<file path="config.mk">
export PLATFORM = sky130hd
export DESIGN_NAME = credit_flow_control_sender_unit_flat
export DESIGN_NICKNAME = d
export VERILOG_FILES = /design/src/rtl/cfcs_pkg.sv /design/src/rtl/cfcs_if.sv /design/src/rtl/cfcs_front.sv /design/src/rtl/cfcs_queue.sv /design/src/rtl/cfcs_back.sv /design/src/rtl/credit_flow_control_sender_unit.sv /design/src/flat_wrapper.sv
export SDC_FILE = /design/constraint.sdc
export NUM_CORES = 1
export LEC_CHECK = 0
export ABC_AREA = 1
export BUFFER_PORTS_ARGS = -buffer_cell sky130_fd_sc_hd__buf_2
export CAP_MARGIN = 0
export CORE_MARGIN = 1.5
export CORE_UTILIZATION = 50
export CTS_CLUSTER_SIZE = 16
export DETAILED_ROUTE_END_ITERATION = 12
export PLACE_DENSITY = 0.72
export SYNTH_ARGS = -nofsm -noshare
export SYNTH_HDL_FRONTEND = slang
export SYNTH_SLANG_ARGS = --single-unit
</file>
<file path="constraint.sdc">
create_clock -name clk -period 3.6 [get_ports clk]
set_input_delay 1.08 -clock clk [delete_from_list [all_inputs] [get_ports clk]]
set_output_delay 1.08 -clock clk [all_outputs]
set_load 0.05 [all_outputs]
</file>
<file path="src/rtl/cfcs_pkg.sv">
// Types, codes and constants shared by the credit flow control sender.
package cfcs_pkg;

  localparam int CFCS_QUEUE_DEPTH = 2;

  localparam int CFG_IDX_W  = 3;
  localparam int CFG_DATA_W = 16;

  // Configuration register indexes
  localparam logic [CFG_IDX_W-1:0] REG_CC_STATUS   = 3'd0;
  localparam logic [CFG_IDX_W-1:0] REG_BEGIN_CODE  = 3'd1;
  localparam logic [CFG_IDX_W-1:0] REG_END_CODE    = 3'd2;
  localparam logic [CFG_IDX_W-1:0] REG_GRANT_CODE  = 3'd3;
  localparam logic [CFG_IDX_W-1:0] REG_ABORT_CODE  = 3'd4;
  localparam logic [CFG_IDX_W-1:0] REG_SESSION_CH  = 3'd5;
  localparam logic [CFG_IDX_W-1:0] REG_WAIT_TICKS  = 3'd6;

  localparam logic [15:0] WAIT_TICKS_RESET = 16'd384;
  localparam logic [16:0] ELAPSED_MAX      = 17'h1FFFF;

  // Input kind codes
  localparam logic [2:0] KIND_TICK    = 3'd0;
  localparam logic [2:0] KIND_RX      = 3'd1;
  localparam logic [2:0] KIND_SEND    = 3'd2;
  localparam logic [2:0] KIND_BEGIN   = 3'd3;
  localparam logic [2:0] KIND_END     = 3'd4;
  localparam logic [2:0] KIND_ABORT   = 3'd5;

  typedef enum logic [2:0] {
    OP_NOP,
    OP_TICK,
    OP_RX,
    OP_SEND,
    OP_BEGIN,
    OP_END,
    OP_ABORT
  } op_t;

  typedef enum logic [2:0] {
    REP_NONE        = 3'd0,
    REP_SENT        = 3'd1,
    REP_WAITING     = 3'd2,
    REP_BUSY        = 3'd3,
    REP_DROPPED     = 3'd4,
    REP_DONE_OK     = 3'd5,
    REP_DONE_FAILED = 3'd6
  } report_t;

  typedef enum logic [1:0] {
    MODE_NONE   = 2'd0,
    MODE_CREDIT = 2'd1,
    MODE_BEGIN  = 2'd2,
    MODE_END    = 2'd3
  } mode_t;

  typedef struct packed {
    logic [7:0]  cc_status_code;
    logic [7:0]  begin_code;
    logic [7:0]  end_code;
    logic [7:0]  grant_code;
    logic [7:0]  abort_code;
    logic [6:0]  session_channel;
    logic [15:0] wait_ticks;
  } cfg_t;

  typedef struct packed {
    logic [2:0] kind;
    logic [7:0] rx_command;
    logic [7:0] rx_data;
    logic [6:0] channel;
    logic [7:0] send_status;
    logic [7:0] send_data1;
    logic [7:0] send_data2;
  } req_t;

  typedef struct packed {
    logic       emit_valid;
    logic [7:0] out_status;
    logic [7:0] out_data1;
    logic [7:0] out_data2;
    logic [2:0] report;
    logic       failed_flag;
    logic       active_flag;
    logic [3:0] credit_count;
  } rsp_t;

  // Classified command passed from front to back
  typedef struct packed {
    op_t         op;
    logic        rx_grant;
    logic        rx_abort;
    logic [7:0]  rx_data;
    logic [6:0]  channel;
    logic        ch_is_session;
    logic        send_ctrl;
    logic [23:0] msg;
  } cmd_t;

endpackage

</file>
<file path="src/rtl/cfcs_if.sv">
// Valid/ready stream interfaces for the request and response channels.
interface cfcs_req_if
  import cfcs_pkg::*;
();
  logic valid;
  logic ready;
  req_t data;

  modport source (output valid, output data, input ready);
  modport sink   (input valid, input data, output ready);
endinterface

interface cfcs_rsp_if
  import cfcs_pkg::*;
();
  logic valid;
  logic ready;
  rsp_t data;

  modport source (output valid, output data, input ready);
  modport sink   (input valid, input data, output ready);
endinterface

</file>
<file path="src/rtl/cfcs_front.sv">
// Front end: accepts request beats and classifies them into commands.
module cfcs_front
  import cfcs_pkg::*;
(
  cfcs_req_if.sink req,
  input  cfg_t     cfg,
  output logic     cmd_valid,
  output cmd_t     cmd,
  input  logic     cmd_ready
);

  op_t op;

  always_comb begin
    case (req.data.kind)
      KIND_TICK:  op = OP_TICK;
      KIND_RX:    op = OP_RX;
      KIND_SEND:  op = OP_SEND;
      KIND_BEGIN: op = OP_BEGIN;
      KIND_END:   op = OP_END;
      KIND_ABORT: op = OP_ABORT;
      default:    op = OP_NOP;
    endcase
  end

  always_comb begin
    cmd.op            = op;
    // grant wins when grant and abort codes coincide
    cmd.rx_grant      = (req.data.rx_command == cfg.grant_code);
    cmd.rx_abort      = (req.data.rx_command == cfg.abort_code);
    cmd.rx_data       = req.data.rx_data;
    cmd.channel       = req.data.channel;
    cmd.ch_is_session = (req.data.channel == cfg.session_channel);
    cmd.send_ctrl     = (req.data.send_status == cfg.cc_status_code) &&
                        (req.data.send_data1 >= cfg.begin_code) &&
                        (req.data.send_data1 <= cfg.abort_code);
    cmd.msg           = {req.data.send_status, req.data.send_data1, req.data.send_data2};
  end

  assign cmd_valid = req.valid;
  assign req.ready = cmd_ready;

endmodule

</file>
<file path="src/rtl/cfcs_queue.sv">
// Short command queue between the front and back ends.
module cfcs_queue
  import cfcs_pkg::*;
#(
  parameter int DEPTH = CFCS_QUEUE_DEPTH
) (
  input  logic clk,
  input  logic rst,
  input  logic in_valid,
  input  cmd_t in_data,
  output logic in_ready,
  output logic out_valid,
  output cmd_t out_data,
  input  logic out_ready
);

  localparam int AW = (DEPTH > 1) ? $clog2(DEPTH) : 1;
  localparam int CW = $clog2(DEPTH + 1);

  cmd_t          entries [DEPTH];
  logic [AW-1:0] wr_ptr;
  logic [AW-1:0] rd_ptr;
  logic [CW-1:0] count;
  logic          push;
  logic          pop;

  assign in_ready  = (count != CW'(DEPTH));
  assign out_valid = (count != '0);
  assign out_data  = entries[rd_ptr];
  assign push      = in_valid && in_ready;
  assign pop       = out_valid && out_ready;

  always_ff @(posedge clk) begin
    if (push) begin
      entries[wr_ptr] <= in_data;
    end
  end

  always_ff @(posedge clk) begin
    if (rst) begin
      wr_ptr <= '0;
      rd_ptr <= '0;
      count  <= '0;
    end else begin
      if (push) begin
        wr_ptr <= (wr_ptr == AW'(DEPTH - 1)) ? '0 : wr_ptr + 1'b1;
      end
      if (pop) begin
        rd_ptr <= (rd_ptr == AW'(DEPTH - 1)) ? '0 : rd_ptr + 1'b1;
      end
      if (push && !pop) begin
        count <= count + 1'b1;
      end else if (pop && !push) begin
        count <= count - 1'b1;
      end
    end
  end

endmodule

</file>
<file path="src/rtl/cfcs_back.sv">
// Back end: executes commands against the link state and registers results.
module cfcs_back
  import cfcs_pkg::*;
(
  input  logic      clk,
  input  logic      rst,
  input  cfg_t      cfg,
  input  logic      cmd_valid,
  input  cmd_t      cmd,
  output logic      cmd_ready,
  cfcs_rsp_if.source rsp
);

  logic        flow_on, flow_on_next;
  logic [6:0]  flow_chan, flow_chan_next;
  logic [3:0]  credits_left, credits_left_next;
  logic        ack_waiting, ack_waiting_next;
  logic [6:0]  ack_chan, ack_chan_next;
  logic        session_failed, session_failed_next;
  mode_t       wait_mode, wait_mode_next;
  logic [16:0] elapsed_ticks, elapsed_ticks_next;
  logic [23:0] held_message;
  logic        hold_write;

  logic        out_valid;
  rsp_t        out_res, res;
  logic        pop;

  assign pop       = cmd_valid && (!out_valid || rsp.ready);
  assign cmd_ready = pop;

  always_comb begin
    logic [16:0] et;
    logic        busy;
    logic        uses;
    logic        ok;
    logic [2:0]  gch;
    logic [3:0]  gcr;
    report_t     rep;

    et    = elapsed_ticks;
    uses  = 1'b0;
    ok    = 1'b0;
    gch   = cmd.rx_data[6:4];
    gcr   = cmd.rx_data[3:0];
    rep   = REP_NONE;
    busy  = (cmd.op inside {OP_SEND, OP_BEGIN, OP_END, OP_ABORT}) &&
            (wait_mode != MODE_NONE);

    flow_on_next        = flow_on;
    flow_chan_next      = flow_chan;
    credits_left_next   = credits_left;
    ack_waiting_next    = ack_waiting;
    ack_chan_next       = ack_chan;
    session_failed_next = session_failed;
    wait_mode_next      = wait_mode;
    elapsed_ticks_next  = elapsed_ticks;
    hold_write          = 1'b0;

    res            = '0;

    if (busy) begin
      rep = REP_BUSY;
    end else begin
      case (cmd.op)
        OP_TICK: begin
          if (wait_mode != MODE_NONE) begin
            et = (elapsed_ticks == ELAPSED_MAX) ? elapsed_ticks : elapsed_ticks + 1'b1;
            elapsed_ticks_next = et;
            if (et > {1'b0, cfg.wait_ticks}) begin
              res.emit_valid = 1'b1;
              res.out_status = cfg.cc_status_code;
              res.out_data1  = cfg.abort_code;
              if (wait_mode == MODE_CREDIT) begin
                res.out_data2 = {1'b0, flow_chan};
                rep = REP_DROPPED;
              end else begin
                res.out_data2 = {1'b0, ack_chan};
                ack_waiting_next = 1'b0;
                rep = REP_DONE_FAILED;
              end
              flow_on_next        = 1'b0;
              credits_left_next   = '0;
              session_failed_next = 1'b1;
              wait_mode_next      = MODE_NONE;
            end
          end
        end
        OP_RX: begin
          if (cmd.rx_grant) begin
            if (gcr != '0) begin
              if (ack_waiting && (ack_chan == {4'b0, gch})) begin
                ack_waiting_next = 1'b0;
              end
              if (flow_on && (flow_chan == {4'b0, gch})) begin
                credits_left_next   = gcr;
                session_failed_next = 1'b0;
              end
            end
          end else if (cmd.rx_abort) begin
            flow_on_next        = 1'b0;
            credits_left_next   = '0;
            session_failed_next = 1'b1;
            if (cmd.rx_data == {1'b0, ack_chan}) begin
              ack_waiting_next = 1'b0;
            end
          end
          if (wait_mode == MODE_CREDIT) begin
            // release the held beat once credit arrives or flow stops
            if (!(flow_on_next && (credits_left_next == '0))) begin
              if (!session_failed_next) begin
                res.emit_valid = 1'b1;
                {res.out_status, res.out_data1, res.out_data2} = held_message;
                if (credits_left_next != '0) begin
                  credits_left_next = credits_left_next - 1'b1;
                end
                rep = REP_SENT;
              end else begin
                rep = REP_DROPPED;
              end
              wait_mode_next = MODE_NONE;
            end
          end else if ((wait_mode != MODE_NONE) && !ack_waiting_next) begin
            ok = !session_failed_next;
            if (wait_mode == MODE_BEGIN) begin
              if (ok && (ack_chan != cfg.session_channel)) begin
                flow_on_next = 1'b1;
              end
            end else if (ack_chan == flow_chan) begin
              flow_on_next      = 1'b0;
              credits_left_next = '0;
            end
            rep = ok ? REP_DONE_OK : REP_DONE_FAILED;
            wait_mode_next = MODE_NONE;
          end
        end
        OP_SEND: begin
          uses = flow_on && !cmd.send_ctrl;
          if (uses && (credits_left == '0)) begin
            hold_write         = 1'b1;
            wait_mode_next     = MODE_CREDIT;
            elapsed_ticks_next = '0;
            rep = REP_WAITING;
          end else if (uses && session_failed) begin
            rep = REP_DROPPED;
          end else begin
            res.emit_valid = 1'b1;
            {res.out_status, res.out_data1, res.out_data2} = cmd.msg;
            if (uses) begin
              credits_left_next = credits_left - 1'b1;
            end
            rep = REP_SENT;
          end
        end
        OP_BEGIN, OP_END: begin
          if (cmd.op == OP_BEGIN) begin
            flow_on_next        = !cmd.ch_is_session;
            flow_chan_next      = cmd.channel;
            credits_left_next   = '0;
            session_failed_next = 1'b0;
          end
          ack_chan_next    = cmd.channel;
          ack_waiting_next = 1'b1;
          res.emit_valid   = 1'b1;
          res.out_status   = cfg.cc_status_code;
          res.out_data1    = (cmd.op == OP_BEGIN) ? cfg.begin_code : cfg.end_code;
          res.out_data2    = {1'b0, cmd.channel};
          wait_mode_next   = (cmd.op == OP_BEGIN) ? MODE_BEGIN : MODE_END;
          elapsed_ticks_next = '0;
          rep = REP_WAITING;
        end
        OP_ABORT: begin
          res.emit_valid      = 1'b1;
          res.out_status      = cfg.cc_status_code;
          res.out_data1       = cfg.abort_code;
          res.out_data2       = {1'b0, cfg.session_channel};
          ack_waiting_next    = 1'b0;
          flow_on_next        = 1'b0;
          credits_left_next   = '0;
          session_failed_next = 1'b1;
        end
        default: begin
          rep = REP_NONE;
        end
      endcase
    end

    res.report       = rep;
    res.failed_flag  = session_failed_next;
    res.active_flag  = flow_on_next;
    res.credit_count = credits_left_next;
  end

  always_ff @(posedge clk) begin
    if (rst) begin
      flow_on        <= 1'b0;
      flow_chan      <= '0;
      credits_left   <= '0;
      ack_waiting    <= 1'b0;
      ack_chan       <= '0;
      session_failed <= 1'b0;
      wait_mode      <= MODE_NONE;
      elapsed_ticks  <= '0;
      out_valid      <= 1'b0;
    end else begin
      if (pop) begin
        flow_on        <= flow_on_next;
        flow_chan      <= flow_chan_next;
        credits_left   <= credits_left_next;
        ack_waiting    <= ack_waiting_next;
        ack_chan       <= ack_chan_next;
        session_failed <= session_failed_next;
        wait_mode      <= wait_mode_next;
        elapsed_ticks  <= elapsed_ticks_next;
        out_valid      <= 1'b1;
      end else if (rsp.ready) begin
        out_valid <= 1'b0;
      end
    end
  end

  always_ff @(posedge clk) begin
    if (pop) begin
      out_res <= res;
    end
    if (pop && hold_write) begin
      held_message <= cmd.msg;
    end
  end

  assign rsp.valid = out_valid;
  assign rsp.data  = out_res;

`ifndef SYNTHESIS
  a_credit_wait_state: assert property (@(posedge clk) disable iff (rst)
    (wait_mode == MODE_CREDIT) |-> (flow_on && (credits_left == '0)))
    else $error("credit wait without active flow at zero credit");

  a_ack_wait_mode: assert property (@(posedge clk) disable iff (rst)
    ack_waiting == ((wait_mode == MODE_BEGIN) || (wait_mode == MODE_END)))
    else $error("ack wait flag and wait mode disagree");

  a_pop_fills_output: assert property (@(posedge clk) disable iff (rst)
    pop |=> out_valid)
    else $error("executed command left no result beat");

  a_sent_emits: assert property (@(posedge clk) disable iff (rst)
    (out_valid && (out_res.report == REP_SENT)) |-> out_res.emit_valid)
    else $error("sent report without an emitted message");
`endif

endmodule

</file>
<file path="src/rtl/credit_flow_control_sender_unit.sv">
// Credit flow control sender: top level with configuration registers.
//
// Usage: request beats enter on req (valid/ready); each beat is one event
// (tick, received flow message, send, begin, end, abort session). Every
// request beat yields exactly one response beat on rsp, in order, carrying
// the emitted three-byte message (if any), a report code and the flags
// after the event.
// Path: each request beat is written into the command queue, then executed
// in the execute stage, whose result register drives rsp.
// Throughput: one beat per cycle while rsp.ready stays high, set by the
// state update in the back end.
// Receiver stall: the result register holds while rsp.ready is low, the
// queue fills, and req.ready drops once it holds QUEUE_DEPTH commands.
// Reset (rst, synchronous): flow off, no credits, no wait, queue empty,
// registers back to their defaults. Configuration is written through
// cfg_we/cfg_index/cfg_data; the user must write it while no beat is in
// flight, which the block itself does not enforce; unknown indexes are ignored.
module credit_flow_control_sender_unit
  import cfcs_pkg::*;
#(
  parameter int QUEUE_DEPTH = CFCS_QUEUE_DEPTH
) (
  input  logic                  clk,
  input  logic                  rst,
  input  logic                  cfg_we,
  input  logic [CFG_IDX_W-1:0]  cfg_index,
  input  logic [CFG_DATA_W-1:0] cfg_data,
  cfcs_req_if.sink              req,
  cfcs_rsp_if.source            rsp
);

  cfg_t cfg;
  logic front_valid;
  cmd_t front_cmd;
  logic front_ready;
  logic back_valid;
  cmd_t back_cmd;
  logic back_ready;

  always_ff @(posedge clk) begin
    if (rst) begin
      cfg.cc_status_code  <= 8'd0;
      cfg.begin_code      <= 8'd0;
      cfg.end_code        <= 8'd1;
      cfg.grant_code      <= 8'd2;
      cfg.abort_code      <= 8'd3;
      cfg.session_channel <= 7'd0;
      cfg.wait_ticks      <= WAIT_TICKS_RESET;
    end else if (cfg_we) begin
      case (cfg_index)
        REG_CC_STATUS:  cfg.cc_status_code  <= cfg_data[7:0];
        REG_BEGIN_CODE: cfg.begin_code      <= cfg_data[7:0];
        REG_END_CODE:   cfg.end_code        <= cfg_data[7:0];
        REG_GRANT_CODE: cfg.grant_code      <= cfg_data[7:0];
        REG_ABORT_CODE: cfg.abort_code      <= cfg_data[7:0];
        REG_SESSION_CH: cfg.session_channel <= cfg_data[6:0];
        REG_WAIT_TICKS: cfg.wait_ticks      <= cfg_data[15:0];
        default: begin
        end
      endcase
    end
  end

  cfcs_front u_front (
    .req       (req),
    .cfg       (cfg),
    .cmd_valid (front_valid),
    .cmd       (front_cmd),
    .cmd_ready (front_ready)
  );

  cfcs_queue #(
    .DEPTH (QUEUE_DEPTH)
  ) u_queue (
    .clk       (clk),
    .rst       (rst),
    .in_valid  (front_valid),
    .in_data   (front_cmd),
    .in_ready  (front_ready),
    .out_valid (back_valid),
    .out_data  (back_cmd),
    .out_ready (back_ready)
  );

  cfcs_back u_back (
    .clk       (clk),
    .rst       (rst),
    .cfg       (cfg),
    .cmd_valid (back_valid),
    .cmd       (back_cmd),
    .cmd_ready (back_ready),
    .rsp       (rsp)
  );

endmodule

</file>
<file path="src/flat_wrapper.sv">
// flat-port wrapper written by rule: the top's interface ports become plain ports
module credit_flow_control_sender_unit_flat import cfcs_pkg::*;
#(
  parameter int QUEUE_DEPTH = CFCS_QUEUE_DEPTH
)
  (clk, rst, cfg_we, cfg_index, cfg_data, req_valid, req_data, req_ready, rsp_valid, rsp_data, rsp_ready);
  cfcs_req_if req_i ();
  cfcs_rsp_if rsp_i ();
  input  logic clk;
  input  logic rst;
  input  logic cfg_we;
  input  logic [CFG_IDX_W-1:0] cfg_index;
  input  logic [CFG_DATA_W-1:0] cfg_data;
  input wire logic [$bits(req_i.valid)-1:0] req_valid;
  input wire logic [$bits(req_i.data)-1:0] req_data;
  output wire logic [$bits(req_i.ready)-1:0] req_ready;
  output wire logic [$bits(rsp_i.valid)-1:0] rsp_valid;
  output wire logic [$bits(rsp_i.data)-1:0] rsp_data;
  input wire logic [$bits(rsp_i.ready)-1:0] rsp_ready;
  assign req_i.valid = req_valid;
  assign req_i.data = req_data;
  assign req_ready = req_i.ready;
  assign rsp_valid = rsp_i.valid;
  assign rsp_data = rsp_i.data;
  assign rsp_i.ready = rsp_ready;
  credit_flow_control_sender_unit #(.QUEUE_DEPTH(QUEUE_DEPTH)) u_core (.clk(clk), .rst(rst), .cfg_we(cfg_we), .cfg_index(cfg_index), .cfg_data(cfg_data), .req(req_i), .rsp(rsp_i));
endmodule
</file>
# After elaboration in Yosys (flattened, before gate mapping)
# Memory sizes are Yosys's and may differ from the RTL's. A register that Yosys moved wholly into a read port is not among the register bits.
# Cells that the tools add are included.
# W data, S select, Z words.
[classes] addsub=7 n_lt_le_gt_ge=3 n_eq_ne=36 muxes=104 bitwise=1 reduce_logical=52
[op_table] cell="$mux W25" count=7
[op_table] cell="$pmux W25 S5" count=1
[op_table] cell="$mux W4" count=20
[op_table] cell="$mux W17" count=3
[op_table] cell="$pmux W17 S3" count=1
[op_table] cell="$mux W1" count=45
[op_table] cell="$eq A3 B3 Y1 const B" count=8
[op_table] cell="$eq A8 B8 Y1" count=3
[op_table] cell="$mux W3" count=8
[op_table] cell="$mux W2" count=10
[op_table] cell="$pmux W4 S5" count=1
[op_table] cell="$reduce_bool A4 Y1" count=5
[op_table] cell="$eq A3 B2 Y1 const B" count=6
[op_table] cell="$pmux W3 S6" count=1
[op_table] cell="$add A17 B1 Y17 const B" count=1
[op_table] cell="$eq A17 B17 Y1 const B" count=1
[op_table] cell="$gt A17 B16 Y1" count=1
[op_table] cell="$logic_and A1 B1 Y1" count=17
[op_table] cell="$eq A7 B3 Y1" count=2
[op_table] cell="$eq A7 B7 Y1" count=2
[op_table] cell="$reduce_and A2 Y1" count=7
[op_table] cell="$pmux W1 S4" count=3
[op_table] cell="$pmux W3 S4" count=1
[op_table] cell="$eq A3 B1 Y1 const B" count=3
[op_table] cell="other kinds (29)" count=46
[totals] ff_bits=166 ramBits=92 inputBits=74 out_inout_bits=36 word_cells=232 memories=1
[memory_table] name="u_core.u_queue.entries" depth=2 width=46 read_ports=1 rd_ports_with_merged_regs=1 wr=1 line_no="cfcs_queue.sv:20" text="cmd_t entries [DEPTH];"

# Logic depth before layout (Yosys ltp)
[depth] word_depth=15 mapped_depth=27 depth_no_buf=27

# Cells and area by module
# From an unflattened synthesis, not the netlist that was laid out.
[unflattened] cells_unflattened=1603 area_unflattened_um2=13969.6
[modules_own_cells] module="cfcs_back" n_inst=1 cells_per_inst=854 area_per_inst_um2=6396.1 seq_area_each_um2=2562.5
[modules_own_cells] module="cfcs_queue" n_inst=1 cells_per_inst=180 area_per_inst_um2=3761.1 seq_area_each_um2=2862.7
[modules_own_cells] module="credit_flow_control_sender_unit" n_inst=1 cells_per_inst=368 area_per_inst_um2=2616.3 seq_area_each_um2=1261.2
[modules_own_cells] module="cfcs_front" n_inst=1 cells_per_inst=201 area_per_inst_um2=1196.1 seq_area_each_um2=0.0

# Worst setup path after synthesis
# No wires, ideal clock.
[synth_path] path_kind="input port to flip-flop" startpoint="input port req_valid" endpoint="memory u_core.u_queue.entries[1][0] (netlist bit) (enable)" setup_time_ns=0.451 arrival_time_ns=3.146 required_ns=3.149 setup_slack_ns=0.003 path_stages=2 path_buffers=0 path_cell_list="nand2_1 > nor2_1"
[synth_via] elab_chain_cells=3
[synth_rtl] element="start, declared" line_no="flat_wrapper.sv:14" text="input wire logic [$bits(req_i.valid)-1:0] req_valid;"
[synth_rtl] element="$logic_and A1 B1 Y1" line_no="cfcs_queue.sv:30" text="assign push = in_valid && in_ready;"
[synth_rtl] element="$mux W1" line_no="cfcs_queue.sv:34" text="if (push) begin"
[synth_rtl] element="$mux W1 (implied by the code)" line_no="cfcs_queue.sv:35" text="entries[wr_ptr] <= in_data;"
[synth_rtl] element="end, declared" line_no="cfcs_queue.sv:20"
# No other way between the ends.

# Worst setup path after layout
[layout_path] startpoint="register u_core.u_back.elapsed_ticks[4]" endpoint="register u_core.u_back.out_res, in the netlist u_core.u_back.rsp.data[14], data pin"
[layout_via] elab_chain_cells=6 word_cells_on_any_way=7 cone_classes="add/sub: 1; order compare: 1; eq/ne: 1; mux: 4"
[layout_rtl] element="start, declared" line_no="cfcs_back.sv:21" text="logic [16:0] elapsed_ticks, elapsed_ticks_next;"
[layout_rtl] element="start signal, assigned" line_no="cfcs_back.sv:214" text="elapsed_ticks <= elapsed_ticks_next;"
[layout_rtl] element="$add A17 B1 Y17 / $eq A17 B17 Y1 (equally long branches)" line_no="cfcs_back.sv:68" text="et = (elapsed_ticks == ELAPSED_MAX) ? elapsed_ticks : elapsed_ticks + 1'b1;"
[layout_rtl] element="$mux W17 *" line_no="cfcs_back.sv:68"
[layout_rtl] element="$gt A17 B16 Y1 *" line_no="cfcs_back.sv:70" text="if (et > {1'b0, cfg.wait_ticks}) begin"
[layout_rtl] element="$mux W25 *" line_no="cfcs_back.sv:70"
[layout_rtl] element="$mux W25 *" line_no="cfcs_back.sv:67" text="if (wait_mode != MODE_NONE) begin"
[layout_rtl] element="$pmux W25 S5 *" line_no="cfcs_back.sv:65" text="case (cmd.op)"
[layout_rtl] element="end signal, assigned" line_no="cfcs_back.sv:224" text="out_res <= res;"
[layout_rtl] element="end, declared" line_no="cfcs_back.sv:26" text="rsp_t out_res, res;"
# Every way passes the cells marked *; elsewhere a longest branch is shown, timed or not.
# A chain may end at the register's enable or synchronous reset.

==> run_results.csv <==
group,metric,value,unit
pwr,powerDensity,758,nW/um^2
sta,maxSlewHeadroom,0.489,
critical_path,crit_buf_inv,3,
floorplan,die_area,26300,sq um
sta,fmax,287,MHz
pwr,pwr-share-seq,0.353,
layout,final_util,0.607,
routing,first_pass_iters,5,
sta,worst_pin_slew,0.748,ns
critical_path,critPathCaptureType,"flip-flop",
floorplan,num_rows,58,
clocking,numCtsBuffers,28,
sta,timing.setup.tns,0,ns
clocking,cts.clk_slew.worst_paths,0.06,ns
status,status,"finished clean",
sta,finalSetupViolCount,0,
layout,area_growth,20.1,%
synthesis,synthAdderAreaFrac,0.0366,
layout,drive_gt1_frac,0.202,
sta,maxSlewViolCount,0,
synthesis,yosysTopAreaCellShare,0.356,
synthesis,synth.net_count,1541,
synthesis,ys_seq_area_frac,0.529,
synthesis,yosys_register_bits,259,
placement,gp_congestion,0.925,
clocking,cts_buffer_depth,3,
sta,finalCritPeriodShare,0.968,
sta,min_period,3.48,ns
routing,vias_per_cell,5.46,
sta,fin_skew,0.0161,ns
global_routing,grt_pass1_vias,10100,
routing,postRouteAntennaNets,0,
synthesis,synthFlopType,"edfxtp_1",
synthesis,synth_compound_area_frac,0.133,
critical_path,critPathLaunchType,"flip-flop",
synthesis,synthArstFlopShare,0,
critical_path,required,3.88,ns
clocking,cts-root-buf,"clkbuf_16",
pwr,combPwrFrac,0.387,
synthesis,yosysTopAreaCell,"edfxtp_1",
routing,wire_per_inst,17.6,um
synthesis,synth_cell_types,54,
synthesis,synth.area.mux_share,0.00158,
critical_path,cp_slowest_stage_delay,0.33,ns
synthesis,syn_area,12700,sq um
clocking,cts_tree,"yes",
critical_path,critPathKind,"reg2reg",
synthesis,synth_area_leaders,"edfxtp_1 36%, dfxtp_1 17%, nand2_1 9.5%",
layout,n_fill_cell,2147,
placement,hpwl,24700,um
critical_path,crit_chain,"nand2_2, nor3_2, nand2_2, nor3b_2, nand2_1, nor2_2, nor3_2, nand3_2, buf_6, nor3_2, xor2_1, ha_1, nand2_2, nor4_2, nand4_1, nand2_2, nand2_2, nand3_4, buf_6, buf_6, o2111a_1, nor2_1",
global_routing,grt_max_degree,65,
layout,final_nets,1704,
routing,num_vias,10600,
critical_path,critPathTopFamily,"simple AND/OR/NAND/NOR gates",
sta,rsz0062_at_grt,"true",
floorplan,core,25000,sq um
synthesis,yosys.area_share.simple,0.197,
critical_path,cp_common_cell,"nand2_2",
floorplan,fp.dieW,162,um
synthesis,synthCells,1430,
synthesis,synth.most_common_cell,"nand2_1",
global_routing,grt_overflow_total,0,
global_routing,antenna_found_initial,4,
clocking,ctsHoldBuffers,0,
floorplan,start_util,0.505,
placement,io_buffers,109,
floorplan,boundaryPins,110,
worst_hold_path,min_path_type,"reg2reg",
flow_run,drv_cap,0,
pwr,netSwitchingFraction,0.413,
global_routing,grt_pass1_wl,53600,um
clocking,cts_htree_levels,1,
synthesis,synth_edf_count,150,
critical_path,worstPathArrival,3.77,ns
critical_path,slowest_stage,"dfxtp_2",
clocking,cts.sinks,259,
routing,drc,0,
synthesis,avgSynthCellArea,8.85,sq um
synthesis,synth_xor_area_frac,0.0388,
floorplan,die-height,162,um
routing,first_iter_violations,768,
pwr,leakage,0.00635,uW
pwr,clkPwrFrac,0.260,
global_routing,gr-usage-all-layers,0.261,
routing,routed_wl,34300,um
clocking,clk_latency,0.55,ns
pwr,power_switching,4760,uW
pwr,vdd_drop_max,0.625,mV
pwr,p_int,6760,uW
sta,hold_violations,0,
critical_path,cp_max_fo,5,
synthesis,synth.yosys.warnings,0,
synthesis,synth_top_cells_by_count,"321 x nand2_1, 150 x edfxtp_1, 146 x inv_1",
synthesis,synth_top_family_by_area,"simple AND/OR/NAND/NOR gates",
[metal layers]
metal | part of all wire | vias to the layer above | wire length, um | global-route usage
met5 | 0.00038 | - | 13 | 0
met4 | 0.035 | 2 | 1220 | 0.0955
met3 | 0.079 | 85 | 2730 | 0.0488
met2 | 0.47 | 401 | 16200 | 0.433
met1 | 0.41 | 4980 | 14200 | 0.343
li1 | - | 5177 | - | -
[cell type report]
cell class                 instances  area (sq um)  share of cell area
tap                              330           413              0.0272
inverter                         167           632              0.0416
multi-input combinational        967          5460               0.359
timing repair buffer             170          1020              0.0670
clock buffer                      41           865              0.0569
antenna                            3          7.51            0.000494
clock inverter                    11           113             0.00741
sequential                       259          6690               0.440
[worst paths after layout]
check                                                     from  slack (ns)  cells after the start                          to
worst max-delay path            u_core.u_back.elapsed_ticks[4]        0.12                     22  u_core.u_back.rsp.data[14]
worst min-delay path                            u_core.cfg[40]        0.46                      2              u_core.cfg[40]
worst max register to register  u_core.u_back.elapsed_ticks[4]        0.12                     22  u_core.u_back.rsp.data[14]
worst min register to register                  u_core.cfg[40]        0.46                      2              u_core.cfg[40]
[layout by cell type (no fill, tap or decap), types with 12 or more instances in the layout]
master,count
buf_2,109
ha_1,34
buf_4,57
o21ai_0,93
nand2_2,16
nor3_1,12
nand2_1,308
nand3_1,43
nand4_1,21
inv_2,17
a21oi_1,98
clkbuf_16,32
o21ai_1,17
xnor2_1,23
dfxtp_1,103
xor2_1,30
edfxtp_1,150
nor2_2,12
nor2_1,123
inv_1,145
[power by group through the flow]
stage                     Sequential [uW]  Combinational [uW]  Clock [uW]
after detailed placement             4120                4300           0
after CTS                            4060                4330        3040
after floorplan                      4770                2440           0
after global routing                 4100                4850        3150
final                                4060                4460        3000
after global placement               4110                4250           0
[through the flow]
stage	cells	hold slack, ns	power, uW	area, sq um	setup WS [ns]
floorplan	1430	0.426	7210	12700	0.00259
global placement	1888	0.438	8370	13900	-0.122
global route	1945	0.473	12100	15200	-0.134
finish	1948	0.458	11500	15200	0.116
CTS	1940	0.459	11400	14900	0.0120
detailed placement	1888	0.449	8420	13900	-0.227
[flip-flops by register name, indices dropped and copies added (netlist names), named ones only]
name / count
u_core.u_back.held_message: 24
u_core.u_back.session_failed: 1
u_core.u_queue.entries: 92
u_core.u_back.rsp.data: 34
u_core.u_back.wait_mode: 2
u_core.u_back.ack_waiting: 1
u_core.u_back.flow_on: 1
u_core.u_queue.count: 2
u_core.u_queue.rd_ptr: 1
u_core.u_back.credits_left: 4
u_core.u_back.flow_chan: 7
u_core.u_back.rsp.valid: 1
u_core.u_back.ack_chan: 7
u_core.cfg: 63
u_core.u_back.elapsed_ticks: 17
u_core.u_queue.wr_ptr: 1
[logic make-up after synthesis]
group,count (synthesis)
buf+inv,204
mux,2
flops,259
compound gates,289
simple gates,583
fa+ha+maj,37
xor+xnor,56
[timing repair]
item,CTS,global route
gates resized for setup,8,72
pin swaps,1,26
buffers inserted,0,5
hold endpoints to repair,0,0
setup endpoints to repair,23,41
[worst min-delay path: stages (launching register included)]
cell and delay [ns]:
dfxtp_1 0.30, inv_1 0.06, a21oi_1 0.05
Power figures use the tool's default switching activity.
